===== config.mk =====
export PLATFORM = sky130hd
export DESIGN_NAME = tsc_front
export DESIGN_NICKNAME = d
export VERILOG_FILES = /design/src/sv/tsc_pkg.sv /design/src/sv/tsc_front.sv
export SDC_FILE = /design/constraint.sdc
export NUM_CORES = 1
export LEC_CHECK = 0
export BUFFER_PORTS_ARGS = -buffer_cell sky130_fd_sc_hd__buf_2
export CAP_MARGIN = 20
export CORE_MARGIN = 2
export CORE_UTILIZATION = 37
export CTS_BUF_LIST = sky130_fd_sc_hd__clkbuf_8
export CTS_CLUSTER_DIAMETER = 60
export DETAILED_ROUTE_END_ITERATION = 8
export GPL_ROUTABILITY_DRIVEN = 0
export GPL_TIMING_DRIVEN = 0
export MAX_ROUTING_LAYER = met4
export PLACE_DENSITY = 0.7
export SYNTH_ARGS = -nofsm -noshare
export SYNTH_HDL_FRONTEND = slang
export SYNTH_SLANG_ARGS = --single-unit

===== constraint.sdc =====
create_clock -name clk -period 3.63 [get_ports clk]
set_input_delay 0.5445 -clock clk [delete_from_list [all_inputs] [get_ports clk]]
set_output_delay 0.5445 -clock clk [all_outputs]
set_load 0.01 [all_outputs]

===== src/sv/tsc_pkg.sv =====
// ----------------------------------------------------------------------------
// Tilt to servo compare: shared package
// Types, widths and constant tables used by the roll angle pipeline.
// ----------------------------------------------------------------------------
package tsc_pkg;

  localparam int IN_W       = 16;
  localparam int FRAC_BITS  = 16;
  localparam int PRESHIFT   = 20;
  localparam int CORDIC_W   = 40;
  localparam int ANG_W      = 25;
  localparam int TAB_W      = 23;
  localparam int TABLE_SIZE = 28;
  localparam int CFG_IDX_W  = 3;
  localparam int CFG_DATA_W = 8;
  localparam int LIMIT_W    = 7;
  localparam int DEG_W      = 8;
  localparam int PROD_W     = 16;
  localparam int RECIP_SHIFT = 22;

  // Arctangent of 2^-i in degrees with 16 fractional bits.
  localparam logic [TAB_W-1:0] ATAN_TAB [TABLE_SIZE] = '{
    23'd2949120, 23'd1740967, 23'd919879, 23'd466945, 23'd234379, 23'd117304,
    23'd58666,   23'd29335,   23'd14668,  23'd7334,   23'd3667,   23'd1833,
    23'd917,     23'd458,     23'd229,    23'd115,    23'd57,     23'd29,
    23'd14,      23'd7,       23'd4,      23'd2,      23'd1,      23'd0,
    23'd0,       23'd0,       23'd0,      23'd0
  };

  localparam logic signed [ANG_W-1:0] ANG_90  = 25'sd5898240;
  localparam logic signed [ANG_W-1:0] ANG_180 = 25'sd11796480;

  localparam logic [DEG_W-1:0] DEG_0   = 8'd0;
  localparam logic [DEG_W-1:0] DEG_45  = 8'd45;
  localparam logic [DEG_W-1:0] DEG_90  = 8'd90;
  localparam logic [DEG_W-1:0] DEG_135 = 8'd135;
  localparam logic [DEG_W-1:0] DEG_180 = 8'd180;

  localparam logic signed [DEG_W:0] DEG9_MAX = 9'sd127;
  localparam logic signed [DEG_W:0] DEG9_MIN = -9'sd128;

  localparam logic [PROD_W-1:0] SCALE_MUL = 16'd134;
  localparam logic [PROD_W-1:0] CUT_MUL   = 16'd100;
  localparam logic [PROD_W-1:0] RECIP_100 = 16'd41944;
  localparam logic [9:0]        OUT_MAX   = 10'd255;

  typedef enum logic [CFG_IDX_W-1:0] {
    CFG_ANGLE_LIMIT = 3'd0,
    CFG_LOW_CUT     = 3'd1,
    CFG_LOW_VALUE   = 3'd2,
    CFG_HIGH_CUT    = 3'd3,
    CFG_HIGH_VALUE  = 3'd4
  } cfg_reg_t;

  typedef enum logic [1:0] {
    MODE_ZERO_Y,
    MODE_AXIS_Z,
    MODE_DIAG,
    MODE_CORDIC
  } mode_t;

  typedef struct packed {
    mode_t mode;
    logic  neg_y;
    logic  neg_z;
  } tsc_side_t;

  typedef struct packed {
    logic [LIMIT_W-1:0]    angle_limit;
    logic [CFG_DATA_W-1:0] low_cut;
    logic [CFG_DATA_W-1:0] low_value;
    logic [CFG_DATA_W-1:0] high_cut;
    logic [CFG_DATA_W-1:0] high_value;
  } tsc_cfg_t;

endpackage


===== src/sv/tsc_front.sv =====
// ----------------------------------------------------------------------------
// Tilt to servo compare: input stage
// Takes magnitudes of both axes, classifies exact cases and loads the
// first-quadrant vector for the rotation stages.
// ----------------------------------------------------------------------------
module tsc_front (
  input  logic                                 clk,
  input  logic                                 rst,
  input  logic                                 valid_in,
  input  logic signed [tsc_pkg::IN_W-1:0]      accel_y,
  input  logic signed [tsc_pkg::IN_W-1:0]      accel_z,
  output logic                                 valid_out,
  output logic signed [tsc_pkg::CORDIC_W-1:0]  x_out,
  output logic signed [tsc_pkg::CORDIC_W-1:0]  y_out,
  output tsc_pkg::tsc_side_t                   side_out
);
  import tsc_pkg::*;

  logic [IN_W:0] ext_y;
  logic [IN_W:0] ext_z;
  logic [IN_W:0] mag_y;
  logic [IN_W:0] mag_z;
  tsc_side_t     side_next;

  always_comb begin
    ext_y = {accel_y[IN_W-1], accel_y};
    ext_z = {accel_z[IN_W-1], accel_z};
    mag_y = accel_y[IN_W-1] ? (~ext_y + 1'b1) : ext_y;
    mag_z = accel_z[IN_W-1] ? (~ext_z + 1'b1) : ext_z;
    side_next.neg_y = accel_y[IN_W-1];
    side_next.neg_z = accel_z[IN_W-1];
    priority if (accel_y == '0) begin
      side_next.mode = MODE_ZERO_Y;
    end else if (accel_z == '0) begin
      side_next.mode = MODE_AXIS_Z;
    end else if (mag_y == mag_z) begin
      side_next.mode = MODE_DIAG;
    end else begin
      side_next.mode = MODE_CORDIC;
    end
  end

  always_ff @(posedge clk) begin
    if (rst) begin
      valid_out <= 1'b0;
    end else begin
      valid_out <= valid_in;
    end
  end

  always_ff @(posedge clk) begin
    x_out    <= $signed(CORDIC_W'({mag_z, {PRESHIFT{1'b0}}}));
    y_out    <= $signed(CORDIC_W'({mag_y, {PRESHIFT{1'b0}}}));
    side_out <= side_next;
  end

endmodule


# After elaboration in Yosys (flattened, before gate mapping)
# Cells that the tools add are included.
totals:
  ff_bits: 39
  latchBits: 0
  ram_bits: 0
  rom_bits: 0
  inputBits: 35
  output_inout_bits: 85
  elab_cells: 19
  mem_count: 0
classes:
  addsub: 2
  mul: 0
  div: 0
  order_cmp: 0
  n_eq_ne: 1
  shift: 0
  muxes: 4
  bitwise_logic: 2
  n_reduce_logical: 3
op_table:
  columns: ["cell", "count"]
  rows:
  - ["adder 17 x 1 -> 17 bit (second input constant)", 2]
  - ["two-way mux 17 bit", 2]
  - ["inverter 17 bit", 2]
  - ["logical NOT 16 bit", 2]
  - ["== test 17 bit", 1]
  - ["two-way mux 1 bit", 2]
  - ["OR reduction 2 bit", 1]

# Depth between registers and ports, before layout
logic_depth:
  word_depth: 6
  mapped_depth: 9
  ltp_nobuf: 9

# Worst setup path after synthesis
# OpenSTA, ideal clock, no wires.
synth_timing:
  path_kind: "input to register"
  from: "in accel_y[9] (netlist name)"
  to: "reg side_out[2] (netlist name)"
  setup_ps: 119
  arrival_ps: 2281
  required_time_ps: 3511
  setup_slack_ps: 1230
  cell_stages: 7
  path_buffers: 0
  path_cell_list: "or4_4 -> or3_4 -> o31ai_2 -> xnor2_1 -> xor2_1 -> nor3_2 -> a21oi_2"
synth_between:
  elab_chain_cells: 6
  elab_cells_between_ends: 7
  cone_classes: "1 x add/sub; 1 x eq/ne; 3 x mux; 1 x bitwise; 1 x reduce/logical"
synth_rtl:
  columns: ["item", "line", "rtl"]
  rows:
  - ["from (decl)", "tsc_front.sv:10", "input logic signed [tsc_pkg::IN_W-1:0] accel_y,"]
  - ["inverter 17 bit", "tsc_front.sv:28", "mag_y = accel_y[IN_W-1] ? (~ext_y + 1'b1) : ext_y;"]
  - ["adder 17 x 1 -> 17 bit", "tsc_front.sv:28", null]
  - ["two-way mux 17 bit", "tsc_front.sv:28", null]
  - ["net mag_y[14]", "tsc_front.sv:21", "logic [IN_W:0] mag_y;"]
  - ["== test 17 bit", "tsc_front.sv:36", "end else if (mag_y == mag_z) begin"]
  - ["two-way mux 1 bit", "tsc_front.sv:36", null]
  - ["two-way mux 1 bit", "tsc_front.sv:34", "end else if (accel_z == '0) begin"]
  - ["to (signal assigned)", "tsc_front.sv:54", "side_out <= side_next;"]
  - ["to (decl)", "tsc_front.sv:15", "output tsc_pkg::tsc_side_t side_out"]
# The timed path passes the listed nets, and every way through them passes these cells.
# A chain may end at the register's enable or synchronous reset.

# Worst setup path in the final report
layout_timing:
  from: "in accel_z[9] (netlist name)"
  to: "reg side_out[2] (netlist name)"
layout_between:
  elab_chain_cells: 6
  elab_cells_between_ends: 7
  cone_classes: "1 x add/sub; 1 x eq/ne; 3 x mux; 1 x bitwise; 1 x reduce/logical"
layout_rtl:
  columns: ["item", "line", "rtl"]
  rows:
  - ["from (decl)", "tsc_front.sv:11", "input logic signed [tsc_pkg::IN_W-1:0] accel_z,"]
  - ["inverter 17 bit", "tsc_front.sv:29", "mag_z = accel_z[IN_W-1] ? (~ext_z + 1'b1) : ext_z;"]
  - ["adder 17 x 1 -> 17 bit", "tsc_front.sv:29", null]
  - ["two-way mux 17 bit", "tsc_front.sv:29", null]
  - ["== test 17 bit", "tsc_front.sv:36", null]
  - ["two-way mux 1 bit", "tsc_front.sv:36", null]
  - ["two-way mux 1 bit (*)", "tsc_front.sv:34", null]
# Every way passes the cells marked *; elsewhere a longest branch is shown, timed or not.

==> out/metrics.yaml <==
final.min_clock_period_ns: 2.36
fill_cells: 507
grt_use_total_pct: 14.1
finish.net_count: 371
total_power_mw: 1.16
crit_path_end_kind: "flip-flop"
ctsResizeCount: 0
drv_cap: 0
multiInputGateArea_um2: 1050
n_antenna_cell: 0
yosys_warnings: 0
rows: 27
cts-root-buf: "clkbuf_8"
dpl.cell_count: 399
synth.distinct_cells: 32
grt_pass1_wl_mm: 6.51
overflow: 0
drc_errors: 0
setup_slack_ns: 1.27
antenna_found_initial: 0
cts_max_level: 2
synth-seq-area-share_pct: 38.2
postCtsHoldBufs: 0
core-area_um2: 5410
fin_tns_setup_ns: 0
p_per_area_nw_per_um2: 414
syn_area_um2: 2040
final_antenna_net_count: 0
arrival_ns: 2.59
cts_tree: "done"
wl_mm: 4.26
numCtsBuffers: 5
hpwl_mm: 3.61
ys.flop_type: "dfxtp_1"
clock_sinks: 39
drt_iter0_drc: 60
avgSynthCellArea_um2: 9.88
maxSlewViolCount: 0
synthCells: 207
ys_ff_latch: 39
fin_crit_sh_pct: 65.0
chipWidth_um: 78.3
seqCellArea_um2: 781
synthTopCellsByCount: "buf_4, dfxtp_1, xnor2_1"
crit_fanout: 6
via_per_inst: 4.07
vias: 1658
post-cts-setup-buffers: 0
postSynth.asyncResetShare_pct: 0
grt_max_degree: 14
ir_worst_vdd_uv: 230
yosysMostFrequentCell: "buf_4"
port_buffers: 73
hold_path.class: "in -> reg"
max_freq_mhz: 424
status: "complete, no violations"
drive_above_1_share_pct: 43.0
first_pass_iters: 4
area_growth_pct: 37.6
critPathKind: "in -> reg"
synth_top_area_share_pct: 38.2
yosys.area.top_type: "dfxtp_1"
dp_slack_ns: 0.924
worstSetupStartpointType: "input port"
hold_viol_final: 0
cts.path.max_buffers: 2
pin_count: 120
p_leak_nw: 1.39
clk_pin_slew_worst_paths_ns: 0.08
setup_viol: 0
rsz0062_at_grt: "no"
dieArea_um2: 6140
synth_edf_count: 0
stdcell_count: 407
die_height_um: 78.3
cp_data_required_time_ns: 3.86
start_util_pct: 37.8
grt_pass1_vias: 1515
synth_area_leaders: "dfxtp_1, buf_4, xnor2_1, xor2_1, o31ai_1"
routedWlPerCell_um: 10.5
-- final timing paths --
check                   start     endpoint  depth (start not counted)
hold / removal    accel_z[15]  side_out[0]                          1
setup / recovery   accel_z[9]  side_out[2]                          9
-- routing by layer --
metal	up-vias	share of wire, %	GRT usage [%]
met5	-	0	-
met4	0	1.8	5.79
met3	6	11	5.17
met2	80	48	24.2
met1	715	39	14.7
li1	857	-	-
-- report_power, final --
group,internal [mW],switching [mW]
clock,0.274,0.158
combinational,0.120,0.138
sequential,0.466,0.00861
-- registers in the layout (all words and copies together), names as in the netlist --
signal / count
side_out: 4
valid_out: 1
x_out: 17
y_out: 17
-- cell usage in the layout, fill, tap and decap left out --
master / instances
buf_2: 76
conb_1: 48
buf_4: 46
dfxtp_1: 39
xnor2_1: 26
xor2_1: 16
o31ai_1: 8
o21ai_0: 7
or4_1: 6
o41ai_1: 6
inv_1: 5
nand2b_1: 5
nor2_1: 5
clkbuf_8: 5
or3_1: 4
clkbuf_1: 4
nor3_1: 4
or2_2: 3
nand2_1: 3
o41ai_2: 2
ha_1: 2
bufinv_16: 2
or4_4: 1
or3_4: 1
nor4_4: 1
and3_1: 1
o31ai_2: 1
a21bo_2: 1
or3_2: 1
nor2b_1: 1
nor3_2: 1
nor4_1: 1
and4_4: 1
a21oi_2: 1
clkinvlp_4: 1
-- layout make-up --
| cell class | count | share of cell area, % |
|---|---|---|
| Clock buffer | 5 | 2.45 |
| Sequential cell | 39 | 27.8 |
| Multi-Input combinational cell | 157 | 37.2 |
| Tap cell | 72 | 3.20 |
| Inverter | 5 | 0.667 |
| Buffer | 53 | 13.3 |
| Timing Repair Buffer | 73 | 13.0 |
| Clock inverter | 3 | 2.40 |
-- cell families (layout without fill, tap and decap cells) --
group	count (synthesis)	count (layout)	share of synthesized area, %
flip-flops	39	39	38.2
other	1	48	0.183
AO/OA/AOI/OAI	26	26	10.3
buffers and inverters	58	139	19.3
XOR/XNOR	42	42	18.0
AND/OR/NAND/NOR	39	39	12.8
adder cells (fa/ha/maj)	2	2	1.22
-- per-stage QoR --
step / hold WS (ns) / cell area (µm²) / utilization [%]
after global placement: 0.661 / 2680 / 49.5
after detailed placement: 0.664 / 2680 / 49.5
after CTS: 0.346 / 2810 / 52.0
final: 0.351 / 2810 / 52.0
after global routing: 0.350 / 2810 / 52.0
after floorplan: 0.572 / 2220 / -
-- critical path: stages --
cell,delay (ns)
buf_2,0.11
or4_1,0.50
buf_2,0.17
or3_1,0.37
nor4_1,0.36
or4_1,0.20
nor3_1,0.05
and4_4,0.18
a21oi_2,0.11
Note: power is estimated with default switching activity, not from simulation.
