File: config.mk
export PLATFORM = sky130hd
export DESIGN_NAME = tsc_back
export DESIGN_NICKNAME = d
export VERILOG_FILES = /design/src/sv/tsc_pkg.sv /design/src/sv/tsc_back.sv
export SDC_FILE = /design/constraint.sdc
export NUM_CORES = 1
export LEC_CHECK = 0
export BUFFER_PORTS_ARGS = -buffer_cell sky130_fd_sc_hd__buf_2
export CAP_MARGIN = 20
export CORE_ASPECT_RATIO = 1.4
export CORE_MARGIN = 3
export CORE_UTILIZATION = 39
export CTS_CLUSTER_SIZE = 20
export DETAILED_ROUTE_END_ITERATION = 8
export PLACE_DENSITY = 0.63
export SYNTH_ARGS = -nofsm -noshare
export SYNTH_HDL_FRONTEND = slang
export SYNTH_SLANG_ARGS = --single-unit
File: constraint.sdc
create_clock -name clk -period 9.03 [get_ports clk]
set_clock_uncertainty 0.15 [all_clocks]
set_input_delay 0.903 -clock clk [delete_from_list [all_inputs] [get_ports clk]]
set_output_delay 0.903 -clock clk [all_outputs]
set_load 0.03 [all_outputs]
File: src/sv/tsc_pkg.sv
// ----------------------------------------------------------------------------
// Tilt to servo compare: shared package
// Types, widths and constant tables used by the roll angle pipeline.
// ----------------------------------------------------------------------------
package tsc_pkg;

  localparam int IN_W       = 16;
  localparam int FRAC_BITS  = 16;
  localparam int PRESHIFT   = 20;
  localparam int CORDIC_W   = 40;
  localparam int ANG_W      = 25;
  localparam int TAB_W      = 23;
  localparam int TABLE_SIZE = 28;
  localparam int CFG_IDX_W  = 3;
  localparam int CFG_DATA_W = 8;
  localparam int LIMIT_W    = 7;
  localparam int DEG_W      = 8;
  localparam int PROD_W     = 16;
  localparam int RECIP_SHIFT = 22;

  // Arctangent of 2^-i in degrees with 16 fractional bits.
  localparam logic [TAB_W-1:0] ATAN_TAB [TABLE_SIZE] = '{
    23'd2949120, 23'd1740967, 23'd919879, 23'd466945, 23'd234379, 23'd117304,
    23'd58666,   23'd29335,   23'd14668,  23'd7334,   23'd3667,   23'd1833,
    23'd917,     23'd458,     23'd229,    23'd115,    23'd57,     23'd29,
    23'd14,      23'd7,       23'd4,      23'd2,      23'd1,      23'd0,
    23'd0,       23'd0,       23'd0,      23'd0
  };

  localparam logic signed [ANG_W-1:0] ANG_90  = 25'sd5898240;
  localparam logic signed [ANG_W-1:0] ANG_180 = 25'sd11796480;

  localparam logic [DEG_W-1:0] DEG_0   = 8'd0;
  localparam logic [DEG_W-1:0] DEG_45  = 8'd45;
  localparam logic [DEG_W-1:0] DEG_90  = 8'd90;
  localparam logic [DEG_W-1:0] DEG_135 = 8'd135;
  localparam logic [DEG_W-1:0] DEG_180 = 8'd180;

  localparam logic signed [DEG_W:0] DEG9_MAX = 9'sd127;
  localparam logic signed [DEG_W:0] DEG9_MIN = -9'sd128;

  localparam logic [PROD_W-1:0] SCALE_MUL = 16'd134;
  localparam logic [PROD_W-1:0] CUT_MUL   = 16'd100;
  localparam logic [PROD_W-1:0] RECIP_100 = 16'd41944;
  localparam logic [9:0]        OUT_MAX   = 10'd255;

  typedef enum logic [CFG_IDX_W-1:0] {
    CFG_ANGLE_LIMIT = 3'd0,
    CFG_LOW_CUT     = 3'd1,
    CFG_LOW_VALUE   = 3'd2,
    CFG_HIGH_CUT    = 3'd3,
    CFG_HIGH_VALUE  = 3'd4
  } cfg_reg_t;

  typedef enum logic [1:0] {
    MODE_ZERO_Y,
    MODE_AXIS_Z,
    MODE_DIAG,
    MODE_CORDIC
  } mode_t;

  typedef struct packed {
    mode_t mode;
    logic  neg_y;
    logic  neg_z;
  } tsc_side_t;

  typedef struct packed {
    logic [LIMIT_W-1:0]    angle_limit;
    logic [CFG_DATA_W-1:0] low_cut;
    logic [CFG_DATA_W-1:0] low_value;
    logic [CFG_DATA_W-1:0] high_cut;
    logic [CFG_DATA_W-1:0] high_value;
  } tsc_cfg_t;

endpackage

File: src/sv/tsc_back.sv
// ----------------------------------------------------------------------------
// Tilt to servo compare: output stages
// Folds the angle into whole degrees, clamps and scales it, and applies the
// cut window to form the servo compare value.
// ----------------------------------------------------------------------------
module tsc_back (
  input  logic                               clk,
  input  logic                               rst,
  input  logic                               valid_in,
  input  logic signed [tsc_pkg::ANG_W-1:0]   ang_in,
  input  tsc_pkg::tsc_side_t                 side_in,
  input  tsc_pkg::tsc_cfg_t                  cfg,
  output logic                               result_valid,
  output logic signed [tsc_pkg::DEG_W-1:0]   roll_degrees,
  output logic        [tsc_pkg::DEG_W-1:0]   servo_compare
);
  import tsc_pkg::*;

  // Stage A: whole degrees, signed and saturated.
  logic signed [ANG_W-1:0] a_clamp;
  logic signed [ANG_W-1:0] a_fold;
  logic [DEG_W-1:0]        mag;
  logic signed [DEG_W:0]   mag9;
  logic signed [DEG_W:0]   deg9;
  logic signed [DEG_W:0]   deg_sat9;
  logic                    valid_a;
  logic signed [DEG_W-1:0] deg_a;

  always_comb begin
    if (ang_in[ANG_W-1]) begin
      a_clamp = '0;
    end else if (ang_in > ANG_90) begin
      a_clamp = ANG_90;
    end else begin
      a_clamp = ang_in;
    end
    a_fold = side_in.neg_z ? (ANG_180 - a_clamp) : a_clamp;
    unique case (side_in.mode)
      MODE_ZERO_Y: mag = side_in.neg_z ? DEG_180 : DEG_0;
      MODE_AXIS_Z: mag = DEG_90;
      MODE_DIAG:   mag = side_in.neg_z ? DEG_135 : DEG_45;
      MODE_CORDIC: mag = a_fold[FRAC_BITS +: DEG_W];
    endcase
    mag9 = $signed({1'b0, mag});
    deg9 = side_in.neg_y ? -mag9 : mag9;
    if (deg9 > DEG9_MAX) begin
      deg_sat9 = DEG9_MAX;
    end else if (deg9 < DEG9_MIN) begin
      deg_sat9 = DEG9_MIN;
    end else begin
      deg_sat9 = deg9;
    end
  end

  // Stage B: clamp to the angle limit and scale.
  logic signed [DEG_W:0]   lim9;
  logic signed [DEG_W:0]   d9;
  logic signed [DEG_W:0]   dc9;
  logic signed [DEG_W:0]   s9;
  logic [PROD_W-1:0]       p_next;
  logic                    valid_b;
  logic signed [DEG_W-1:0] deg_b;
  logic [PROD_W-1:0]       p_b;

  always_comb begin
    lim9 = $signed({2'b00, cfg.angle_limit});
    d9   = $signed({deg_a[DEG_W-1], deg_a});
    if (d9 < -lim9) begin
      dc9 = -lim9;
    end else if (d9 > lim9) begin
      dc9 = lim9;
    end else begin
      dc9 = d9;
    end
    s9     = dc9 + lim9;
    p_next = {8'd0, s9[DEG_W-1:0]} * SCALE_MUL;
  end

  // Stage C: divide by one hundred and apply the cut window.
  logic [2*PROD_W-1:0]   quot_prod;
  logic [9:0]            q;
  logic [PROD_W-1:0]     low_thr;
  logic [PROD_W-1:0]     high_thr;
  logic [DEG_W-1:0]      r_next;

  always_comb begin
    quot_prod = {16'd0, p_b} * {16'd0, RECIP_100};
    q         = quot_prod[RECIP_SHIFT +: 10];
    low_thr   = {8'd0, cfg.low_cut} * CUT_MUL;
    high_thr  = {8'd0, cfg.high_cut} * CUT_MUL;
    priority if (p_b < low_thr) begin
      r_next = (cfg.low_value > cfg.high_cut) ? cfg.high_value : cfg.low_value;
    end else if (p_b > high_thr) begin
      r_next = cfg.high_value;
    end else if (q > OUT_MAX) begin
      r_next = OUT_MAX[DEG_W-1:0];
    end else begin
      r_next = q[DEG_W-1:0];
    end
  end

  always_ff @(posedge clk) begin
    if (rst) begin
      valid_a      <= 1'b0;
      valid_b      <= 1'b0;
      result_valid <= 1'b0;
    end else begin
      valid_a      <= valid_in;
      valid_b      <= valid_a;
      result_valid <= valid_b;
    end
  end

  always_ff @(posedge clk) begin
    deg_a         <= deg_sat9[DEG_W-1:0];
    deg_b         <= deg_a;
    p_b           <= p_next;
    roll_degrees  <= deg_b;
    servo_compare <= r_next;
  end

endmodule

# --- Yosys cells after proc, flatten, opt, wreduce, memory -nomap -nowiden ---
# Index checks and enable logic that the tools add are counted.
classes:
  addsub: 4
  n_mul: 4
  div_mod_pow: 0
  n_lt_le_gt_ge: 9
  eq_ne: 3
  shifts: 0
  n_mux: 14
  bitwise: 0
  reduce_logical: 1
op_table:
  columns: ["cell", "count"]
  rows:
  - ["$mux W24", 3]
  - ["$mux W8", 9]
  - ["$pmux W8 S4", 1]
  - ["$mul A15 B13 Y28 const B", 1]
  - ["$mul A8 B5 Y13 const B", 2]
  - ["$gt A25 B24 Y1 const B", 1]
  - ["$sub A24 B24 Y24 const A", 1]
  - ["$gt A16 B15 Y1", 1]
  - ["$gt A8 B8 Y1", 2]
  - ["$lt A16 B15 Y1", 1]
  - ["$mul A8 B7 Y15 const B", 1]
  - ["$gt A10 B8 Y1 const B", 1]
  - ["$gt A9 B8 Y1 const B", 1]
  - ["$lt A8 B9 Y1", 1]
  - ["$lt A9 B8 Y1 const B", 1]
  - ["$mux W9", 1]
  - ["$neg A7 Y9", 1]
  - ["$neg A8 Y9", 1]
  - ["$add A8 B8 Y8", 1]
  - ["$eq A2 B2 Y1 const B", 2]
  - ["$eq A2 B1 Y1 const B", 1]
  - ["$logic_not A2 Y1", 1]
word_totals:
  ff_bits: 50
  latchBits: 0
  mem_bits_rw: 0
  rom_bits: 0
  in_bits: 71
  out_inout_bits: 17
  word_cells: 43
  mem_count: 0

# --- Depth between registers and ports, before layout ---
logic_depth:
  ltp_word: 10
  mapped_depth: 35
  mapped_depth_nobuf: 35

# --- Least setup slack after synthesis ---
# No wires, ideal clock.
synth_timing:
  path_type: "in2reg"
  from: "in cfg[33] in the netlist's numbering"
  to: "reg p_b[14]"
  setup_time_ns: 0.132
  t_arrival_ns: 6.517
  required_time_ns: 8.748
  slack_ns: 2.231
  stages: 31
  n_path_buf: 1
  path_cell_list: "inv_1 -> ha_1 -> inv_1 -> ha_1 -> nor2b_1 -> o21a_1 -> o21a_1 -> o211ai_1 -> a211oi_1 -> nor2_1 -> clkbuf_1 -> nor2_1 -> a22oi_1 -> o21ai_0 -> ha_1 -> a21oi_1 -> nand2_1 -> a31oi_1 -> o21bai_1 -> a21oi_1 -> xnor2_1 -> inv_1 -> ha_1 -> ha_1 -> ha_1 -> ha_1 -> o41ai_1 -> o21ai_0 -> a21oi_1 -> nor2b_1 -> xnor2_1"
synth_via:
  elab_chain_len: 5
  elab_cells_between_ends: 7
synth_rtl:
  columns: ["element", "line", "text"]
  rows:
  - ["start: declaration", "tsc_back.sv:12", "input tsc_pkg::tsc_cfg_t cfg,"]
  - ["$neg A7 Y9 or $gt A8 B8 Y1 (tied branches)", "tsc_back.sv:69, tsc_back.sv:70", null]
  - ["$lt A8 B9 Y1 or $mux W8 (tied branches)", "tsc_back.sv:68, tsc_back.sv:70", null]
  - ["$mux W8", "tsc_back.sv:68", "if (d9 < -lim9) begin"]
  - ["$add A8 B8 Y8 (*)", "tsc_back.sv:75", "s9 = dc9 + lim9;"]
  - ["$mul A8 B7 Y15 (*)", "tsc_back.sv:76", "p_next = {8'd0, s9[DEG_W-1:0]} * SCALE_MUL;"]
  - ["named net p_next[14]", "tsc_back.sv:60", "logic [PROD_W-1:0] p_next;"]
  - ["end signal: assignment", "tsc_back.sv:117", "p_b <= p_next;"]
  - ["end: declaration", "tsc_back.sv:63", "logic [PROD_W-1:0] p_b;"]
# Mark *: on every way through the listed nets, which the timed path passes. The rest lies on a longest branch.
# A chain may end at the register's enable or synchronous reset.

# --- Final worst setup path ---
# Same ends and word-level chain as after synthesis.

==> metrics <==
Root Buffer=clkbuf_16; relative slew slack=0.316; reg2reg end=p_b[14]; 1st-iter DRT viols=228; commonest non-fill, non-tap cell in the layout=ha_1; Worst Path Arrival=7.52 ns; CTS tree=built; WHS Path Cells=0; Period Utilization, post-route=0.830; Crit Path Max Fanout=14; first-pass GRT wire length=34.2 mm; GRT Resource Usage Total=0.163; commonest cells after routing, fill and taps aside=240 x ha_1, 212 x inv_1, 87 x buf_2, 77 x fa_1, 55 x a21oi_1; core area=22900 um2; die width=136 um; GP Congestion=0.874; worst skew pair latency=0.30 ns; Post-Route WL=20.1 mm; most used cell along the critical path=ha_1; Layout area overhead=10.2%; Die Span Y=188 um; pre-CTS setup slack=1.34 ns; DP Area=9960 um2; #FFs+latches synth=50; Via Count=7234; Syn Nets=1413; syn_area_per_cell=8.98 um2; unrepaired setup endpoints after global routing=false; Reg clk slew, reported paths=0.07 ns; worst path required time=9.06 ns; Final Cell Area=10100 um2; final hold violation count=0; CTS buffer count=5; synth unique cells=69; CTS HTree Levels=2; setup TNS=0 ns; Final Max Tran Viols=0; top_reg_cell synth=dfxtp_1; vias per cell=5.13; Initial Util=0.403; outcome=finished clean; synth warn=0; CP max-delay cell=nor2_1; hpwl dp=17.5 mm; Hold WC Path Type=reg2reg; CTS Hold Bufs=0; synthesized cell area=9200 um2; post-route ant nets=0; R2R Setup Slk=2.33 ns; Num Clock Sinks=50; total grt overflow=0; Layout fillers=2250; Post-synth ARST share=0; Post-Syn Instances=1025; I/O Pins=88; DR WL/cell=14.2 um; Post-synth EDFFs=0; initial antenna violation count=0; port bufs=87; cell taking the most area after synthesis=ha_1; Max-cap violations=0; # nets final=1496; Setup crit start kind=primary input; cts repair resizes=0; full die area=25500 um2; WHS Endpoint=roll_degrees[2]; largest net degree at the start of global routing=18; Worst Min Path Start=deg_b[2]; Setup CP Type=in2reg; Max Root-Sink Buffers=2; Reg-to-Reg Start=deg_a[1]; Critical Path End Type=flop; number of global-route vias before repair=7455; layout cells sized above 1=0.106; largest cells by area after synthesis=ha_1 33%, fa_1 17%, dfxtp_1 11%, inv_1 8.6%, a21oi_1 3.0%; Max stage delay on crit path=0.66 ns; R2R cell count=27; 1st-pass router iterations=8; FP Rows=65; Peak Freq=133 MHz; fin worst setup slack=1.54 ns; Final setup viols=0; register area share after synthesis=0.109; Antenna Diode Count=0; Final min period=7.49 ns; setup bufs post-CTS=0; DRC viols=0; Tightest Pin Transition=1.02 ns; share of the synthesized area in the top cell type=0.326
==> registers in the layout (all words and copies together), names as in the netlist <==
signal	flops
valid_a	1
deg_a	8
valid_b	1
roll_degrees	8
p_b	15
servo_compare	8
deg_b	8
result_valid	1
==> kinds of logic after synthesis <==
group,Yosys count,synth area share
muxes,7,0.00802
adders and majority gates,317,0.494
xor gates and xnor gates,50,0.0476
buffers and inverters,223,0.0919
AOI/OAI and AO/OA,184,0.135
DFF,50,0.109
and+or+nand+nor,194,0.115
==> final cells by class <==
class / count / area (um2) / share of cell area
repair buffers: 87 / 435 / 0.0430
clock inverters: 3 / 48.8 / 0.00481
clock buffers: 5 / 125 / 0.0123
inverters: 212 / 796 / 0.0785
well taps: 301 / 377 / 0.0372
multi-input cells: 752 / 7350 / 0.725
flip-flops and latches: 50 / 1000 / 0.0988
==> worst max-delay path, delay by kind of cell <==
kind	cells	cell delay, ns
xor+xnor	2	0.40
fa+ha+maj	6	1.82
buf+inv	3	0.37
simple gates	8	1.89
compound gates	10	2.15
==> stage by stage <==
step           hold WS (ns)  instances   util
2_1_floorplan         0.160       1025      -
3_3_place_gp          0.163       1402  0.436
3_5_place_dp          0.164       1402  0.436
4_1_cts               0.181       1410  0.444
5_1_grt               0.182       1410  0.444
6_report              0.179       1410  0.444
==> layer usage <==
layer | wire (um) | vias to the layer above | GRT usage
met1 | 8220 | 3429 | 0.192
li1 | - | 3653 | -
met2 | 10800 | 114 | 0.308
met5 | 0 | - | 0
met4 | 546 | 0 | 0.0493
met3 | 518 | 38 | 0.0126
==> synth_stat cells (all sizes together), types with 8 or more instances <==
cell and count:
xnor2 28, nor2b 18, dfxtp 50, nor3 13, o21bai 8, xor2 22, nor2 45, inv 212
nand3 23, fa 77, o21ai 36, o21a 8, ha 240, nand2b 11, nand2 35, a21o 19
nand4 12, a21oi 55
==> worst max path at each step <==
| stage | start | end | slack (ns) | cells past startpoint |
|---|---|---|---|---|
| after floorplan | cfg[33] | p_b[14] | 2.23 | 31 |
| after global placement | cfg[33] | p_b[14] | 1.49 | 28 |
| after detailed placement | cfg[33] | p_b[14] | 1.34 | 28 |
| after CTS | cfg[33] | p_b[14] | 1.61 | 28 |
| after global routing | cfg[33] | p_b[14] | 0.92 | 29 |
| final | cfg[33] | p_b[14] | 1.54 | 29 |
Power is left out: the tool's default activity adds up to more than one toggle a clock period on the data nets, which glitch-free logic cannot reach.
