--- src/sv/tsc_pkg.sv ---
// ----------------------------------------------------------------------------
// Tilt to servo compare: shared package
// Types, widths and constant tables used by the roll angle pipeline.
// ----------------------------------------------------------------------------
package tsc_pkg;

  localparam int IN_W       = 16;
  localparam int FRAC_BITS  = 16;
  localparam int PRESHIFT   = 20;
  localparam int CORDIC_W   = 40;
  localparam int ANG_W      = 25;
  localparam int TAB_W      = 23;
  localparam int TABLE_SIZE = 28;
  localparam int CFG_IDX_W  = 3;
  localparam int CFG_DATA_W = 8;
  localparam int LIMIT_W    = 7;
  localparam int DEG_W      = 8;
  localparam int PROD_W     = 16;
  localparam int RECIP_SHIFT = 22;

  // Arctangent of 2^-i in degrees with 16 fractional bits.
  localparam logic [TAB_W-1:0] ATAN_TAB [TABLE_SIZE] = '{
    23'd2949120, 23'd1740967, 23'd919879, 23'd466945, 23'd234379, 23'd117304,
    23'd58666,   23'd29335,   23'd14668,  23'd7334,   23'd3667,   23'd1833,
    23'd917,     23'd458,     23'd229,    23'd115,    23'd57,     23'd29,
    23'd14,      23'd7,       23'd4,      23'd2,      23'd1,      23'd0,
    23'd0,       23'd0,       23'd0,      23'd0
  };

  localparam logic signed [ANG_W-1:0] ANG_90  = 25'sd5898240;
  localparam logic signed [ANG_W-1:0] ANG_180 = 25'sd11796480;

  localparam logic [DEG_W-1:0] DEG_0   = 8'd0;
  localparam logic [DEG_W-1:0] DEG_45  = 8'd45;
  localparam logic [DEG_W-1:0] DEG_90  = 8'd90;
  localparam logic [DEG_W-1:0] DEG_135 = 8'd135;
  localparam logic [DEG_W-1:0] DEG_180 = 8'd180;

  localparam logic signed [DEG_W:0] DEG9_MAX = 9'sd127;
  localparam logic signed [DEG_W:0] DEG9_MIN = -9'sd128;

  localparam logic [PROD_W-1:0] SCALE_MUL = 16'd134;
  localparam logic [PROD_W-1:0] CUT_MUL   = 16'd100;
  localparam logic [PROD_W-1:0] RECIP_100 = 16'd41944;
  localparam logic [9:0]        OUT_MAX   = 10'd255;

  typedef enum logic [CFG_IDX_W-1:0] {
    CFG_ANGLE_LIMIT = 3'd0,
    CFG_LOW_CUT     = 3'd1,
    CFG_LOW_VALUE   = 3'd2,
    CFG_HIGH_CUT    = 3'd3,
    CFG_HIGH_VALUE  = 3'd4
  } cfg_reg_t;

  typedef enum logic [1:0] {
    MODE_ZERO_Y,
    MODE_AXIS_Z,
    MODE_DIAG,
    MODE_CORDIC
  } mode_t;

  typedef struct packed {
    mode_t mode;
    logic  neg_y;
    logic  neg_z;
  } tsc_side_t;

  typedef struct packed {
    logic [LIMIT_W-1:0]    angle_limit;
    logic [CFG_DATA_W-1:0] low_cut;
    logic [CFG_DATA_W-1:0] low_value;
    logic [CFG_DATA_W-1:0] high_cut;
    logic [CFG_DATA_W-1:0] high_value;
  } tsc_cfg_t;

endpackage

--- src/sv/tsc_cordic_stage.sv ---
// ----------------------------------------------------------------------------
// Tilt to servo compare: vectoring rotation stage
// One micro-rotation that drives y towards zero and accumulates the angle.
// ----------------------------------------------------------------------------
module tsc_cordic_stage #(
  parameter int STAGE = 0
) (
  input  logic                                 clk,
  input  logic                                 rst,
  input  logic                                 valid_in,
  input  logic signed [tsc_pkg::CORDIC_W-1:0]  x_in,
  input  logic signed [tsc_pkg::CORDIC_W-1:0]  y_in,
  input  logic signed [tsc_pkg::ANG_W-1:0]     ang_in,
  input  tsc_pkg::tsc_side_t                   side_in,
  output logic                                 valid_out,
  output logic signed [tsc_pkg::CORDIC_W-1:0]  x_out,
  output logic signed [tsc_pkg::CORDIC_W-1:0]  y_out,
  output logic signed [tsc_pkg::ANG_W-1:0]     ang_out,
  output tsc_pkg::tsc_side_t                   side_out
);
  import tsc_pkg::*;

  logic                       y_pos;
  logic signed [CORDIC_W-1:0] dx;
  logic signed [CORDIC_W-1:0] dy;
  logic signed [ANG_W-1:0]    step;
  logic signed [CORDIC_W-1:0] x_next;
  logic signed [CORDIC_W-1:0] y_next;
  logic signed [ANG_W-1:0]    ang_next;

  always_comb begin
    y_pos = !y_in[CORDIC_W-1] && (y_in != '0);
    dx    = y_in >>> STAGE;
    dy    = x_in >>> STAGE;
    step  = $signed({2'b00, ATAN_TAB[STAGE]});
    if (y_pos) begin
      x_next   = x_in + dx;
      y_next   = y_in - dy;
      ang_next = ang_in + step;
    end else begin
      x_next   = x_in - dx;
      y_next   = y_in + dy;
      ang_next = ang_in - step;
    end
  end

  always_ff @(posedge clk) begin
    if (rst) begin
      valid_out <= 1'b0;
    end else begin
      valid_out <= valid_in;
    end
  end

  always_ff @(posedge clk) begin
    x_out    <= x_next;
    y_out    <= y_next;
    ang_out  <= ang_next;
    side_out <= side_in;
  end

endmodule

--- config.mk ---
export PLATFORM = sky130hd
export DESIGN_NAME = tsc_cordic_stage
export DESIGN_NICKNAME = d
export VERILOG_FILES = /design/src/sv/tsc_pkg.sv /design/src/sv/tsc_cordic_stage.sv
export SDC_FILE = /design/constraint.sdc
export NUM_CORES = 1
export LEC_CHECK = 0
export ABC_AREA = 1
export BUFFER_PORTS_ARGS = -buffer_cell sky130_fd_sc_hd__buf_2
export CORE_ASPECT_RATIO = 1.4
export CORE_MARGIN = 4
export CORE_UTILIZATION = 40
export CTS_CLUSTER_DIAMETER = 80
export CTS_CLUSTER_SIZE = 28
export DETAILED_ROUTE_END_ITERATION = 8
export PLACE_DENSITY = 0.67
export SYNTH_ARGS = -nofsm -noshare
export SYNTH_HDL_FRONTEND = slang
export SYNTH_SLANG_ARGS = --single-unit
--- constraint.sdc ---
create_clock -name clk -period 2.5 [get_ports clk]
set_input_delay 0.125 -clock clk [delete_from_list [all_inputs] [get_ports clk]]
set_output_delay 0.125 -clock clk [all_outputs]
set_load 0.05 [all_outputs]
; ---- After elaboration in Yosys (flattened, before gate mapping)
; Index checks and enable logic that the tools add are counted.
[word_totals]
reg_bits = 110
input_bits = 112
out_inout_bits = 110
elab_cells = 18
[classes]
add_sub_neg = 5
mux = 3
n_reduce_logical = 3
[op_table]
columns = cell, n
row1 = 40-bit 2-to-1 mux, 2
row2 = 40-bit subtractor, 2
row3 = 40-bit adder, 1
row4 = 40-bit nonzero test, 1
row5 = "25-bit by 23-bit adder with 25-bit output, second input constant", 1
row6 = 25-bit 2-to-1 mux, 1
row7 = "25-bit by 23-bit subtractor with 25-bit output, second input constant", 1
row8 = 1-bit logical AND, 1
row9 = 1-bit logical NOT, 1

; ---- Logic depth before layout (Yosys ltp)
; Gate-level depths: netlist of the first run.
[depth]
ltp_word = 3
ltp_mapped = 17

; ---- Worst setup path after synthesis of the first run
; Ideal clock, no wire load.
[synth_timing]
kind = input port to flip-flop
startpoint = input port y_in[4] (netlist name)
endpoint = register ang_out[24] (netlist name)
t_arrival_ns = 1.948
slack_ns = 0.439
stages = 13
path_buffers = 2
cell_sequence = nor4_1 -> nand4_1 -> o21bai_1 -> buf_2 -> buf_2 -> ha_1 -> nand2_1 -> inv_1 -> a221oi_1 -> and2_1 -> inv_1 -> nand2_1 -> nand2_1
[synth_between]
elab_chain_cells = 3
[synth_rtl]
columns = item, line
row1 = "start, declared", tsc_cordic_stage.sv:12  ; input logic signed [tsc_pkg::CORDIC_W-1:0] y_in,
row2 = 40-bit nonzero test, tsc_cordic_stage.sv:32  ; y_pos = !y_in[CORDIC_W-1] && (y_in != '0);
row3 = 1-bit logical AND, tsc_cordic_stage.sv:32
row4 = 25-bit 2-to-1 mux, tsc_cordic_stage.sv:36  ; if (y_pos) begin
row5 = named net ang_next[24], tsc_cordic_stage.sv:29  ; logic signed [ANG_W-1:0] ang_next;
row6 = "end signal, assigned", tsc_cordic_stage.sv:58  ; ang_out <= ang_next;
row7 = "end, declared", tsc_cordic_stage.sv:18  ; output logic signed [tsc_pkg::ANG_W-1:0] ang_out,
; The timed path passes the listed nets, and every way through them passes these cells.
; A chain may end at the register's enable or synchronous reset.

; ---- Final worst setup path of the first run
[layout_timing]
startpoint = input port x_in[5] (netlist name)
endpoint = register x_out[28] (netlist name)
[layout_between]
elab_chain_cells = 2
[layout_rtl]
columns = item, line
row1 = "start, declared", tsc_cordic_stage.sv:11  ; input logic signed [tsc_pkg::CORDIC_W-1:0] x_in,
row2 = 40-bit subtractor or 40-bit adder (tied branches), "tsc_cordic_stage.sv:41, tsc_cordic_stage.sv:37"
row3 = 40-bit 2-to-1 mux (*), tsc_cordic_stage.sv:36
row4 = named net x_next[28], tsc_cordic_stage.sv:27  ; logic signed [CORDIC_W-1:0] x_next;
row5 = "end signal, assigned", tsc_cordic_stage.sv:56  ; x_out <= x_next;
row6 = "end, declared", tsc_cordic_stage.sv:16  ; output logic signed [tsc_pkg::CORDIC_W-1:0] x_out,
; The timed path passes the listed nets; every way through them passes the cells marked *.

==> results.env, run 1 <==
WORST_SLEW_PIN_SLEW_PS=874
WORST-PATH-MAX-FANOUT=8
TIMING.SETUP.CRITICAL_PATH_CLASS='input pin to flip-flop'
OUTCOME='completed'
CRITPATHREQUIREDTIME_PS=2770
CLOCK-SINKS=109
TOP_LEVEL_PORTS=222
CTS_TREE='done'
LEAKAGE_uW=0.00810
CLOCK_TRANSITION_AT_THE_REGISTER_CLOCK_PINS_ON_THE_WORST_SETUP_AND_HOLD_PATHS_AFTER_CTS_PS=80
GLOBALPLACE.CONGESTION=1.04
DIE_X_UM=154
SETUP_TOTAL_NEGATIVE_SLACK_PS=0
FINAL_CELL_MIX='nand2_1, inv_1, buf_2'
NUMBER_OF_DISTINCT_LIBRARY_CELL_VARIANTS_IN_THE_GATE_LEVEL_NETLIST_AFTER_SYNTHESIS=42
REMAINING_GLOBAL_ROUTE_OVERFLOW=0
SYNTH_MUX_AREA_SHARE_PCT=0
COUNT_OF_FLIP_FLOPS_WITH_A_BUILT_IN_ENABLE_AFTER_SYNTHESIS=0
CTS_MADE_BUFFERS=9
TIMING.HOLD.WORST.START='y_in[0]'
FP.COREAREA_UM2=29300
GRT_SETUP_UNREPAIRED='false'
FIRST_GLOBAL_VIAS=13932
SLOWEST_STAGE='ha_1'
POWER_PER_CELL_AREA_nW_PER_UM2=533
FIN_WORST_HOLD_SLACK_PS=46.7
MAXCAPVIOLCOUNT=0
SYNTH_AREA_PER_CELL_UM2=5.91
FLOORPLAN.ROWS=74
POST_CTS_RESIZE_COUNT=0
SYNTH_SEQUENTIAL_AREA_RATIO_PCT=18.4
FINAL-HOLD-VIOLATION-COUNT=0
VIASPERCELL=5.13
IRDROPWORSTVDD_mV=0.311
CTS.REPAIR_TIMING.SETUP_BUFFER_COUNT=0
CRIT_PATH_END_KIND='flip-flop'
DETAILED_PLACE_HPWL_MM=44.4
HTREEDEPTH=3
CRITICAL_PATH.CELL_CHAIN='buf_2 > inv_1 > ha_1 > buf_4 > nand2_2 > nor2_1 > a21oi_1 > o21ai_1 > nand3_1 > nand2_1 > nand2_1 > nand3_1 > nand2_1'
WORST_SETUP_PATH_STARTPOINT='x_in[5]'
ANTENNA_FOUND_INITIAL=3
POSTSYNTHREGISTERBITS=109
HOLD_PATH.CLASS='input pin to flip-flop'
CP_SLOWEST_STAGE_DELAY_PS=510
FLOORPLAN.INITIALDENSITY_PCT=40.6
SYNTH_XOR_AREA_SHARE_PCT=3.09
POST_SYNTH_INST_COUNT=2010
POST_SYNTH_FA_HA_MAJ_AREA_FRACTION_PCT=14.0
POST_SYNTHESIS_ASYNC_SET_OR_RESET_FLOP_SHARE_PCT=0
FRACTION_OF_THE_MAPPED_NETLIST_AREA_IN_COMPOUND_GATES_PCT=14.4
CRIT_ARRIVAL_PS=2350
TIMING.CRITICAL_PATH.MODE_CELL='nand2_1'
MAXIMUM_NUMBER_OF_PINS_ON_ONE_NET_BEFORE_GLOBAL_ROUTE_REPAIR=72
SYNTH_TOP_FAMILY_BY_AREA='simple AND/OR/NAND/NOR gates'
CLK_PATH_BUF_DEPTH=2
YOSYS.AREA_SHARE.SIMPLE_PCT=37.1
DESIGN.FINAL.NETS=2591
TIMING.CRITICAL_PATH.FROM_TYPE='input pin'
SYNTHESIS.NETS=2253
POST_SYNTH_INSTANCE_AREA_UM2=11900
FIN_CRIT_PS=2080
CLOCKROOTBUFFER='clkbuf_16'
DRC_ERRORS=0
DETAILROUTE.VIA_COUNT=14033
LAYOUT-AREA-OVERHEAD-VS-SYNTH_PCT=23.7
YOSYS_WARNINGS=0
POSTSYNTH.TOPFLOPCELL='dfxtp_1'
TIMING.CRITICAL_PATH.BUF_INV=3
GRT_PASS1_WL_MM=77.5
TOP_FAMILY_BY_DELAY_ON_CRITICAL_PATH='simple AND/OR/NAND/NOR gates'
DRT_PASS1_ITERATIONS=6
FIN_CRIT_SHARE_PCT=83.3
DIE-AREA_UM2=32600
ROUTE.FINAL.WIRE_LENGTH_MM=51.6
DIE-HEIGHT_UM=212
MAX_CLOCK_FREQ_MHz=480
FINAL-MAX-SLEW-VIOLATION-COUNT=0
FINALSETUPVIOLATIONS=0
DR.FIRST_ITER.DRC_COUNT=953
POST_DRT_WL_PER_CELL_UM=18.9
DRTANTENNAVIOLNETS=0
SLEW_HEADROOM_PCT=41.7
GLOBALROUTETOTALUTIL_PCT=30.9
PORT_BUFFERS=221
FINAL_COMMON_CELL='nand2_1'
POST_ROUTE_CELLS_DRIVE_ABOVE_1_SHARE_PCT=19.0
## power by group
group / total (uW) / internal (uW) / switching (uW)
logic: 4250 / 1230 / 3020
registers: 2090 / 2020 / 68.8
clock network: 1500 / 715 / 782
total: 7830 / 3960 / 3870
## layout make-up
cell class	instances	area [um2]
fill	3227	14600
multi-input combinational	1527	8180
timing repair buffer	380	2360
sequential	109	2180
inverter	321	1200
tap	380	475
clock buffer	9	225
clock inverter	7	80.1
antenna	1	2.50
## final timing paths
path / to / slack (ps) / cells after the start
min: y_out[0] / 50 / 3
max: x_out[28] / 420 / 13
## through the flow
step | instances | power (uW) | util [%] | worst slack, ps | area [um2]
floorplan | 2010 | 4900 | - | 439 | 11900
global placement | 2694 | 6290 | 48.4 | 64.8 | 14200
detailed placement | 2694 | 6310 | 48.4 | 46.2 | 14200
CTS | 2733 | 7880 | 50.3 | 476 | 14700
global route | 2734 | 8310 | 50.3 | 272 | 14700
finish | 2734 | 7830 | 50.3 | 418 | 14700
## layer usage
layer,up-vias,GRT usage (%),share of wire [%]
li1,7027,-,-
met1,6330,34.6,38
met2,554,56.6,50
met3,118,4.44,5.8
met4,4,15.8,5.7
met5,-,0,0.050
## cell families (layout without fill, tap and decap cells)
group,count (synthesis),in the layout
AO/OA/AOI/OAI,322,322
XOR/XNOR,42,42
adder cells (fa/ha/maj),131,131
buffers and inverters,374,717
flip-flops,109,109
other,0,1
AND/OR/NAND/NOR,1032,1032
## registers in the layout (all words and copies together), names as in the netlist
| signal | flops |
|---|---|
| side_out | 4 |
| x_out | 39 |
| valid_out | 1 |
| ang_out | 25 |
| y_out | 40 |
## what timing repair did
item | CTS | global route
setup endpoints to repair | 0 | 0
hold buffers | 23 | 0
endpoints found under the hold margin | 22 | 0
## worst min-delay path: stages
cell	delay, ps
buf_2	110
ha_1	130
inv_1	30
## synthesized netlist by cell type, drive strengths merged, types with 2 or more instances
cell type	number	area share, %
o21a	4	0.25
o211ai	3	0.23
a21o	4	0.25
dfxtp	109	18
o21bai	16	1.0
nor3	15	0.63
nor2	201	7.4
ha	127	13
nand4	19	1.0
nand3	181	7.8
fa	4	0.67
or2	8	0.42
inv	320	10
xnor2	2	0.15
o21ai	134	5.7
a21oi	153	6.5
clkbuf	4	0.13
nand2	597	19
nor4	4	0.26
xor2	40	2.9
buf	49	2.7
a31oi	5	0.26
nand3b	6	0.38
Note: power is estimated with default switching activity, not from simulation.
==> run 2: changes to the inputs <==
--- a/config.mk
+++ b/config.mk
@@ -5,7 +5,7 @@
 export SDC_FILE = /design/constraint.sdc
 export NUM_CORES = 1
 export LEC_CHECK = 0
-export ABC_AREA = 1
+export ABC_AREA = 0
 export BUFFER_PORTS_ARGS = -buffer_cell sky130_fd_sc_hd__buf_2
 export CORE_ASPECT_RATIO = 1.4
 export CORE_MARGIN = 4
@@ -13,7 +13,7 @@
 export CTS_CLUSTER_DIAMETER = 80
 export CTS_CLUSTER_SIZE = 28
 export DETAILED_ROUTE_END_ITERATION = 8
-export PLACE_DENSITY = 0.67
+export PLACE_DENSITY = 0.71
 export SYNTH_ARGS = -nofsm -noshare
 export SYNTH_HDL_FRONTEND = slang
 export SYNTH_SLANG_ARGS = --single-unit
==> constraint.sdc (replaced) <==
create_clock -name clk -period 1.73 [get_ports clk]
set_input_delay 0.0865 -clock clk [delete_from_list [all_inputs] [get_ports clk]]
set_output_delay 0.0865 -clock clk [all_outputs]
set_load 0.05 [all_outputs]
==> run 2 against run 1 <==
The run now ends with design-rule violations, negative setup slack left. Critical path depth increased by 3. Hold slack got worse by 24 ps. Clock-buffer cell count grew 1. Worst setup slack lost 1500 ps. Clock power up 51%. Critical path type unchanged. Highest routed layer unchanged.
==> results.env, run 2 <==
OUTCOME='finished with violations'
VIOLATED_CHECKS='design-rule violations, negative setup slack'
LAYOUT-AREA-OVERHEAD-VS-SYNTH_PCT=97.6
LARGEST_REGISTER='y_out'
WORST-PATH-MAX-FANOUT=5  # -3
WORSTSETUPENDPOINT='ang_out[24]'
SETUP_WS_PS=-1100  # -1520 ps
POSTSYNTH.TOPFLOPCELL='dfxtp_1'
SHARE_COMB_OF_TOTAL_POWER_PCT=62.3  # +8.1 points
CRITPATHREQUIREDTIME_PS=2010  # -760 ps
GRT_PASS1_WL_MM=73.6  # -5.0%
DRT_PASS1_ITERATIONS=9  # +3
YOSYS_WARNINGS=0  # unchanged
SYNTH_AREA_PER_CELL_UM2=7.68  # +30%
SYNTH_SEQUENTIAL_AREA_RATIO_PCT=22.8  # +4.4 points
FINAL_COMMON_CELL='buf_4'
CLK_PATH_BUF_DEPTH=2  # unchanged
CP_SLOWEST_STAGE_DELAY_PS=680  # +170 ps
DRC_ERRORS=2  # +2
FILLCELLCOUNT=1349  # -58%
SWITCHING_COMPONENT_OF_THE_POWER_uW=6750  # +74%
FLOORPLAN.ROWS=66  # -11%
POST_ROUTE_CELLS_DRIVE_ABOVE_1_SHARE_PCT=56.8  # +38 points
COUNT_OF_FLIP_FLOPS_WITH_A_BUILT_IN_ENABLE_AFTER_SYNTHESIS=0  # unchanged
MAX_CLOCK_FREQ_MHz=353
CLOCK_TRANSITION_AT_THE_REGISTER_CLOCK_PINS_ON_THE_WORST_SETUP_AND_HOLD_PATHS_AFTER_CTS_PS=80  # about the same
ROUTE.FINAL.WIRE_LENGTH_MM=57.9  # +12%
FINAL_CELL_MIX='buf_4, buf_2, dfxtp_1'
DESIGN.FINAL.NETS=2282  # -12%
IRDROPWORSTVDD_mV=0.616  # +98%
SLEW_HEADROOM_PCT=48.5  # +6.7 points
SEQ_POWER_SHARE_PCT=22.1  # -4.5 points
DETAILROUTE.VIA_COUNT=14294  # +1.9%
HOLD_PATH.CLASS='input pin to flip-flop'
TIMING.CRITICAL_PATH.MODE_CELL='a21oi_2'
CTS_MADE_BUFFERS=9  # unchanged
POST_DRT_WL_PER_CELL_UM=24.6  # +31%
FINAL-MAX-SLEW-VIOLATION-COUNT=0  # unchanged
CRITICAL_PATH.CELL_CHAIN='buf_8 > buf_6 > nor4_4 > nand4_1 > nor3_2 > or2_4 > inv_8 > fa_2 > inv_2 > a21oi_2 > o21ai_2 > a21oi_2 > o21bai_1 > a21o_1 > a21oi_2 > xnor2_1'
POST_SYNTH_INSTANCE_AREA_UM2=9570  # -19%
INTERNAL_POWER_SUMMED_OVER_ALL_CELLS_uW=7750  # +96%
TIMING.SETUP.CRITICAL_PATH_CLASS='input pin to flip-flop'
POST_SYNTH_INST_COUNT=1247  # -38%
FINALSETUPVIOLATIONS=86  # +86
FP.COREAREA_UM2=23400  # -20%
LAYOUT_TOP_REGISTERS='y_out: 40 flops, x_out: 39 flops, ang_out: 25 flops'
POWER.SHARE.CLOCK_PCT=15.7  # -3.4 points
DR.FIRST_ITER.DRC_COUNT=1619  # +70%
DIE-AREA_UM2=26500  # -19%
SYNTHDOMINANTAREACELLTYPE='dfxtp_1'
HTREEDEPTH=3  # unchanged
CRIT_PATH_END_KIND='flip-flop'
FIRST_GLOBAL_VIAS=13997  # +0.47%
FINAL-HOLD-VIOLATION-COUNT=0  # unchanged
POWER_PER_CELL_AREA_nW_PER_UM2=767  # +44%
CLOCK-SINKS=109  # unchanged
DETAILED_PLACE_HPWL_MM=33.4  # -25%
SYNTH_TOP_CELLS_BY_AREA='dfxtp_1, ha_1, a21oi_1'
DRTANTENNAVIOLNETS=0  # unchanged
ANTENNA_FOUND_INITIAL=3  # unchanged
MAXCAPVIOLCOUNT=0  # unchanged
FIN_CRIT_PS=2830
GRT_SETUP_UNREPAIRED='true'
FIN_CRIT_SHARE_PCT=164
REMAINING_GLOBAL_ROUTE_OVERFLOW=0  # unchanged
TOTALPOWERFINAL_uW=14500  # +85%
YOSYS-TOP-CELLS-COUNT='a21oi_1, ha_1, inv_1, dfxtp_1, nor2_1'
GLOBALROUTETOTALUTIL_PCT=34.9  # +4.1 points
LEAKAGE_uW=0.00893  # +10%
SLOWEST_STAGE='nor4_4'
DIE-HEIGHT_UM=191  # -9.9%
VIASPERCELL=6.08  # +18%
PORT_BUFFERS=221  # unchanged
DIE_X_UM=139  # -9.7%
MAXIMUM_NUMBER_OF_PINS_ON_ONE_NET_BEFORE_GLOBAL_ROUTE_REPAIR=18  # -75%
CTS_TREE='done'
WORST_SLEW_PIN_SLEW_PS=769  # -105 ps
POST_SYNTHESIS_ASYNC_SET_OR_RESET_FLOP_SHARE_PCT=0  # unchanged
NUMBER_OF_DISTINCT_LIBRARY_CELL_VARIANTS_IN_THE_GATE_LEVEL_NETLIST_AFTER_SYNTHESIS=74  # +76%
YOSYSMOSTFREQUENTCELL='a21oi_1'
WORST_SETUP_PATH_STARTPOINT='y_in[8]'
P_SW_SHARE_PCT=46.5  # -2.9 points
LARGEST_REGISTER_FF_COUNT=40  # unchanged
CLOCKROOTBUFFER='clkbuf_16'
FLOORPLAN.INITIALDENSITY_PCT=41.0  # +0.33 points
SYNTHESIS.NETS=1490  # -34%
SYNTH_TOP_AREA_SHARE_PCT=22.8  # +4.4 points
SETUP_TOTAL_NEGATIVE_SLACK_PS=-61610  # -61610 ps
DETAILED_PLACE.AREA_UM2=15000  # +5.9%
POST-ROUTE-CELL-AREA_UM2=18900  # +29%
CRIT_ARRIVAL_PS=3110  # +760 ps
GLOBALPLACE.CONGESTION=0.988  # -5.1%
TIMING.CRITICAL_PATH.FROM_TYPE='input pin'
TOP_LEVEL_PORTS=222  # unchanged
POSTSYNTHREGISTERBITS=109  # unchanged
[run 2: logic make-up (layout without fill, tap and decap cells)]
kind of cell / Yosys count / in the layout / share of synthesized area, %
compound gates: 416 / 416 / 27.0
flops: 109 / 109 / 22.8
mux: 17 / 17 / 1.79
buf+inv: 176 / 973 / 7.36
simple gates: 313 / 313 / 15.9
fa+ha+maj: 131 / 131 / 17.4
other cells: 0 / 1 / 0
xor+xnor: 85 / 85 / 7.78
[run 2: what timing repair did]
item	4_1_cts	5_1_grt
resized for setup	308	222
pin swaps	120	179
gates cloned	13	0
buffers inserted	72	60
endpoints found under the hold margin	23	0
hold buffers	24	0
endpoints found under the setup margin	84	85
[run 2: worst min path at each step]
stage | start | end | depth (start not counted)
global placement | ang_in[11] | ang_out[11] | 1
finish | ang_in[24] | ang_out[24] | 3
CTS | ang_in[24] | ang_out[24] | 3
detailed placement | ang_in[0] | ang_out[0] | 1
global route | ang_in[24] | ang_out[24] | 3
floorplan | ang_in[0] | ang_out[0] | 0
[run 2: worst max-delay path: cells and delay by family]
kind / cells / cell delay [ps]
xor gates and xnor gates: 1 / 120
buffers and inverters: 4 / 340
and+or+nand+nor: 4 / 1450
adders and majority gates: 1 / 370
AOI/OAI and AO/OA: 6 / 720
[run 2: per-stage QoR]
stage	util [%]	instances	hold slack, ps	setup WS (ps)
6_report	80.9	2351	23.0	-1100
5_1_grt	80.9	2351	37.5	-1150
4_1_cts	76.2	2320	35.5	-691
2_1_floorplan	-	1247	114	-859
3_3_place_gp	64.2	2201	188	-1180
3_5_place_dp	64.2	2201	191	-1220
[run 2: metal layers]
layer / GRT usage (%) / part of all wire, % / routed length [um] / vias to the layer above
li1: - / - / - / 5979
met1: 34.1 / 31 / 17900 / 6521
met2: 63.0 / 46 / 26800 / 1223
met3: 6.98 / 11 / 6190 / 569
met4: 29.7 / 12 / 6990 / 2
met5: 0 / 0.021 / 12 / -
[run 2: power groups by stage]
stage	Sequential, uW	Combinational (uW)	Clock [uW]
floorplan	5050	2360	0
global placement	3240	6890	0
detailed placement	3250	6960	0
CTS	3200	7960	2250
global route	3240	9300	2380
finish	3200	9030	2270
[run 2: area by class of cell]
class	instances	area (um2)	area share, %
well taps	306	383	2.02
clock inverters	6	61.3	0.324
multi-input cells	962	8950	47.3
inverters	123	503	2.66
clock buffers	10	239	1.26
flip-flops and latches	109	2180	11.5
diodes	1	2.50	0.0132
repair buffers	834	6600	34.9
==> run 3: changes to the inputs <==
--- a/config.mk
+++ b/config.mk
@@ -5,7 +5,7 @@
 export SDC_FILE = /design/constraint.sdc
 export NUM_CORES = 1
 export LEC_CHECK = 0
-export ABC_AREA = 0
+export ABC_AREA = 1
 export BUFFER_PORTS_ARGS = -buffer_cell sky130_fd_sc_hd__buf_2
 export CORE_ASPECT_RATIO = 1.4
 export CORE_MARGIN = 4
@@ -13,7 +13,7 @@
 export CTS_CLUSTER_DIAMETER = 80
 export CTS_CLUSTER_SIZE = 28
 export DETAILED_ROUTE_END_ITERATION = 8
-export PLACE_DENSITY = 0.71
+export PLACE_DENSITY = 0.69
 export SYNTH_ARGS = -nofsm -noshare
 export SYNTH_HDL_FRONTEND = slang
 export SYNTH_SLANG_ARGS = --single-unit
==> run 3 against run 2 <==
The run ends with negative setup slack left. Critical path depth fell by 5. Worst setup slack improved by 930 ps. Core utilization shrank 15 points. Clock-buffer cell count fell by 1. Maximum frequency rose by 49%. Via count is 14% higher. Sequential share of layout area is 0.30 points lower. Flip-flop and latch count did not move. Sequential power decreased by 5%. Critical path type unchanged. Largest cell class unchanged.
==> results.env, run 3 (synthesis gave the netlist of run 1 again) <==
TOP_LEVEL_PORTS=222  # unchanged
CLOCK-SINKS=109  # unchanged
DETAILED_PLACE_HPWL_MM=51.0  # +53%
OUTCOME='finished with violations'
DIE-AREA_UM2=32600  # +23%
CRIT_ARRIVAL_PS=2180  # -930 ps
DESIGN.FINAL.NETS=3008  # +32%
FLOORPLAN.ROWS=74  # +12%
HOLD_END='ang_out[24]'
ROUTE.FINAL.WIRE_LENGTH_MM=61.3  # +5.9%
FP.COREAREA_UM2=29300  # +25%
POWER_PER_CELL_AREA_nW_PER_UM2=693  # -9.6%
LAYOUT-AREA-OVERHEAD-VS-SYNTH_PCT=63.4
GRT_SETUP_UNREPAIRED='true'
FINAL_CELL_MIX='buf_4, nand2_1, inv_1'
TIMING.SETUP.CRITICAL_PATH_CLASS='input pin to flip-flop'
GLOBALPLACE.CONGESTION=1.01  # +1.8%
GRT_PASS1_WL_MM=89.3  # +21%
TIMING.CRITICAL_PATH.MODE_CELL='buf_4'
CRIT_PATH_END_KIND='flip-flop'
DRT_PASS1_ITERATIONS=5  # -4
SLEW_HEADROOM_PCT=64.7  # +16 points
VIOLATED_CHECKS='negative setup slack'
FIN_CRIT_PS=1900  # -930 ps
MAX_CLOCK_FREQ_MHz=525  # +49%
CLK_PATH_BUF_DEPTH=2  # unchanged
VIASPERCELL=5.15  # -15%
IRDROPWORSTVDD_mV=0.461  # -25%
DIE-HEIGHT_UM=212  # +11%
CRITICAL_PATH.CELL_CHAIN='buf_8 > nor4_4 > buf_4 > nand4_1 > buf_4 > o21bai_4 > buf_4 > ha_4 > a21oi_1 > o211ai_1 > xor2_1'
DIE_X_UM=154  # +11%
SETUP_WS_PS=-174  # +930 ps
CLOCKROOTBUFFER='clkbuf_16'
CTS_TREE='done'
LEAKAGE_uW=0.0103  # +16%
DR.FIRST_ITER.DRC_COUNT=1120  # -31%
TIMING.CRITICAL_PATH.FROM_TYPE='input pin'
FINAL_COMMON_CELL='buf_4'
CTS_MADE_BUFFERS=9  # unchanged
REMAINING_GLOBAL_ROUTE_OVERFLOW=0  # unchanged
LARGEST_REGISTER='y_out'
LAYOUT_TOP_REGISTERS='y_out: 40 flops, x_out: 39 flops, ang_out: 25 flops'
FINAL-HOLD-VIOLATION-COUNT=0  # unchanged
POST_ROUTE_CELLS_DRIVE_ABOVE_1_SHARE_PCT=40.4  # -16 points
MAXCAPVIOLCOUNT=0  # unchanged
POST_DRT_WL_PER_CELL_UM=19.4  # -21%
GLOBALROUTETOTALUTIL_PCT=35.7  # +0.76 points
DETAILROUTE.VIA_COUNT=16241  # +14%
MAXIMUM_NUMBER_OF_PINS_ON_ONE_NET_BEFORE_GLOBAL_ROUTE_REPAIR=58  # +40
FIRST_GLOBAL_VIAS=16209  # +16%
SLOWEST_STAGE='nor4_4'
WORST-PATH-MAX-FANOUT=6  # +1
FINAL-MAX-SLEW-VIOLATION-COUNT=0  # unchanged
CLOCK_TRANSITION_AT_THE_REGISTER_CLOCK_PINS_ON_THE_WORST_SETUP_AND_HOLD_PATHS_AFTER_CTS_PS=100  # +20 ps
CRITPATHREQUIREDTIME_PS=2010  # about the same
DRTANTENNAVIOLNETS=0  # unchanged
FILLCELLCOUNT=2698  # +100%
WORST_SLEW_PIN_SLEW_PS=530  # -239 ps
MULTI_INPUT_COMB_AREA_UM2=9500  # +6.2%
TIMING.HOLD.WORST.START='ang_in[24]'
FLOORPLAN.INITIALDENSITY_PCT=40.6  # -0.33 points
FINALSETUPVIOLATIONS=22  # -74%
MIN_PATH_CELLS=4  # +1
CP_SLOWEST_STAGE_DELAY_PS=310  # -370 ps
SETUP_TOTAL_NEGATIVE_SLACK_PS=-1130  # +60480 ps
ANTENNA_FOUND_INITIAL=1  # -2
FIN_CRIT_SHARE_PCT=110  # -54 points
POSTLAYOUTCOREUTIL_PCT=66.4  # -15 points
HTREEDEPTH=3  # unchanged
HOLD_PATH.CLASS='input pin to flip-flop'
FF_LATCH_AREA_UM2=2180  # unchanged
LARGEST_REGISTER_FF_COUNT=40  # unchanged
DRC_ERRORS=0  # -2
PORT_BUFFERS=221  # unchanged
## run 3: cell count changes in the layout (fill, tap and decap cells not counted), moves of 20 or more
cell,delta
nand3_1,+159
xnor2_1,-52
nor2_2,+43
xor2_1,+29
xnor2_2,-21
nand2_2,+56
inv_2,+21
o21ai_0,+53
nor2_1,+34
inv_1,+184
a21o_1,-20
buf_4,+35
nand2_1,+481
buf_6,-61
## run 3: final cells by class
type / instances / share of cell area [%]
clock buffers: 9 / 1.16
clock inverters: 7 / 0.535
multi-input cells: 1527 / 48.9
inverters: 321 / 6.25
diodes: 2 / 0.0258
well taps: 380 / 2.45
repair buffers: 797 / 29.5
flip-flops and latches: 109 / 11.2
## run 3: worst max-delay path: cells and delay by family
| family | cells | cell delay (ps) |
|---|---|---|
| XOR/XNOR | 1 | 170 |
| adder cells (fa/ha/maj) | 1 | 210 |
| AO/OA/AOI/OAI | 3 | 560 |
| AND/OR/NAND/NOR | 2 | 470 |
| buffers and inverters | 4 | 670 |
## run 3: how the worst max path moves through the flow
stage / end / slack, ps / start / depth (start not counted)
floorplan: ang_out[24] / -110 / y_in[4] / 13
global placement: ang_out[24] / -810 / y_in[33] / 15
detailed placement: ang_out[24] / -830 / y_in[33] / 15
CTS: ang_out[24] / -170 / y_in[29] / 16
global route: ang_out[24] / -310 / y_in[18] / 16
finish: ang_out[23] / -170 / y_in[36] / 11
## run 3: metal layers
metal | wire, um | global-route usage (%) | vias up
met5 | 0 | 0 | -
met4 | 4830 | 23.5 | 0
met3 | 2920 | 2.83 | 207
met2 | 31500 | 66.8 | 608
met1 | 22100 | 38.2 | 7569
li1 | - | - | 7857
## run 3: metrics by stage
stage	hold slack (ps)	instance area, um2	power (uW)	std cells	setup slack [ps]
after floorplan	114	12000	7110	2010	-113
after global placement	189	17300	10300	3088	-808
after detailed placement	190	17300	10300	3088	-834
after CTS	13.2	18500	13000	3135	-167
after global routing	26.8	19400	14100	3150	-306
final	19.0	19400	13500	3152	-174
## run 3: report_power, final
part	internal [uW]	switching (uW)	total [uW]
Sequential	2920	118	3040
Clock	1080	1290	2370
Combinational	3000	5070	8070
## run 3: repair_timing
item | CTS | global route
gates cloned | 1 | 0
hold endpoints to repair | 23 | 0
hold buffers | 24 | 0
setup buffers | 6 | 15
resized for setup | 143 | 214
endpoints found under the setup margin | 82 | 77
pin swaps | 27 | 46
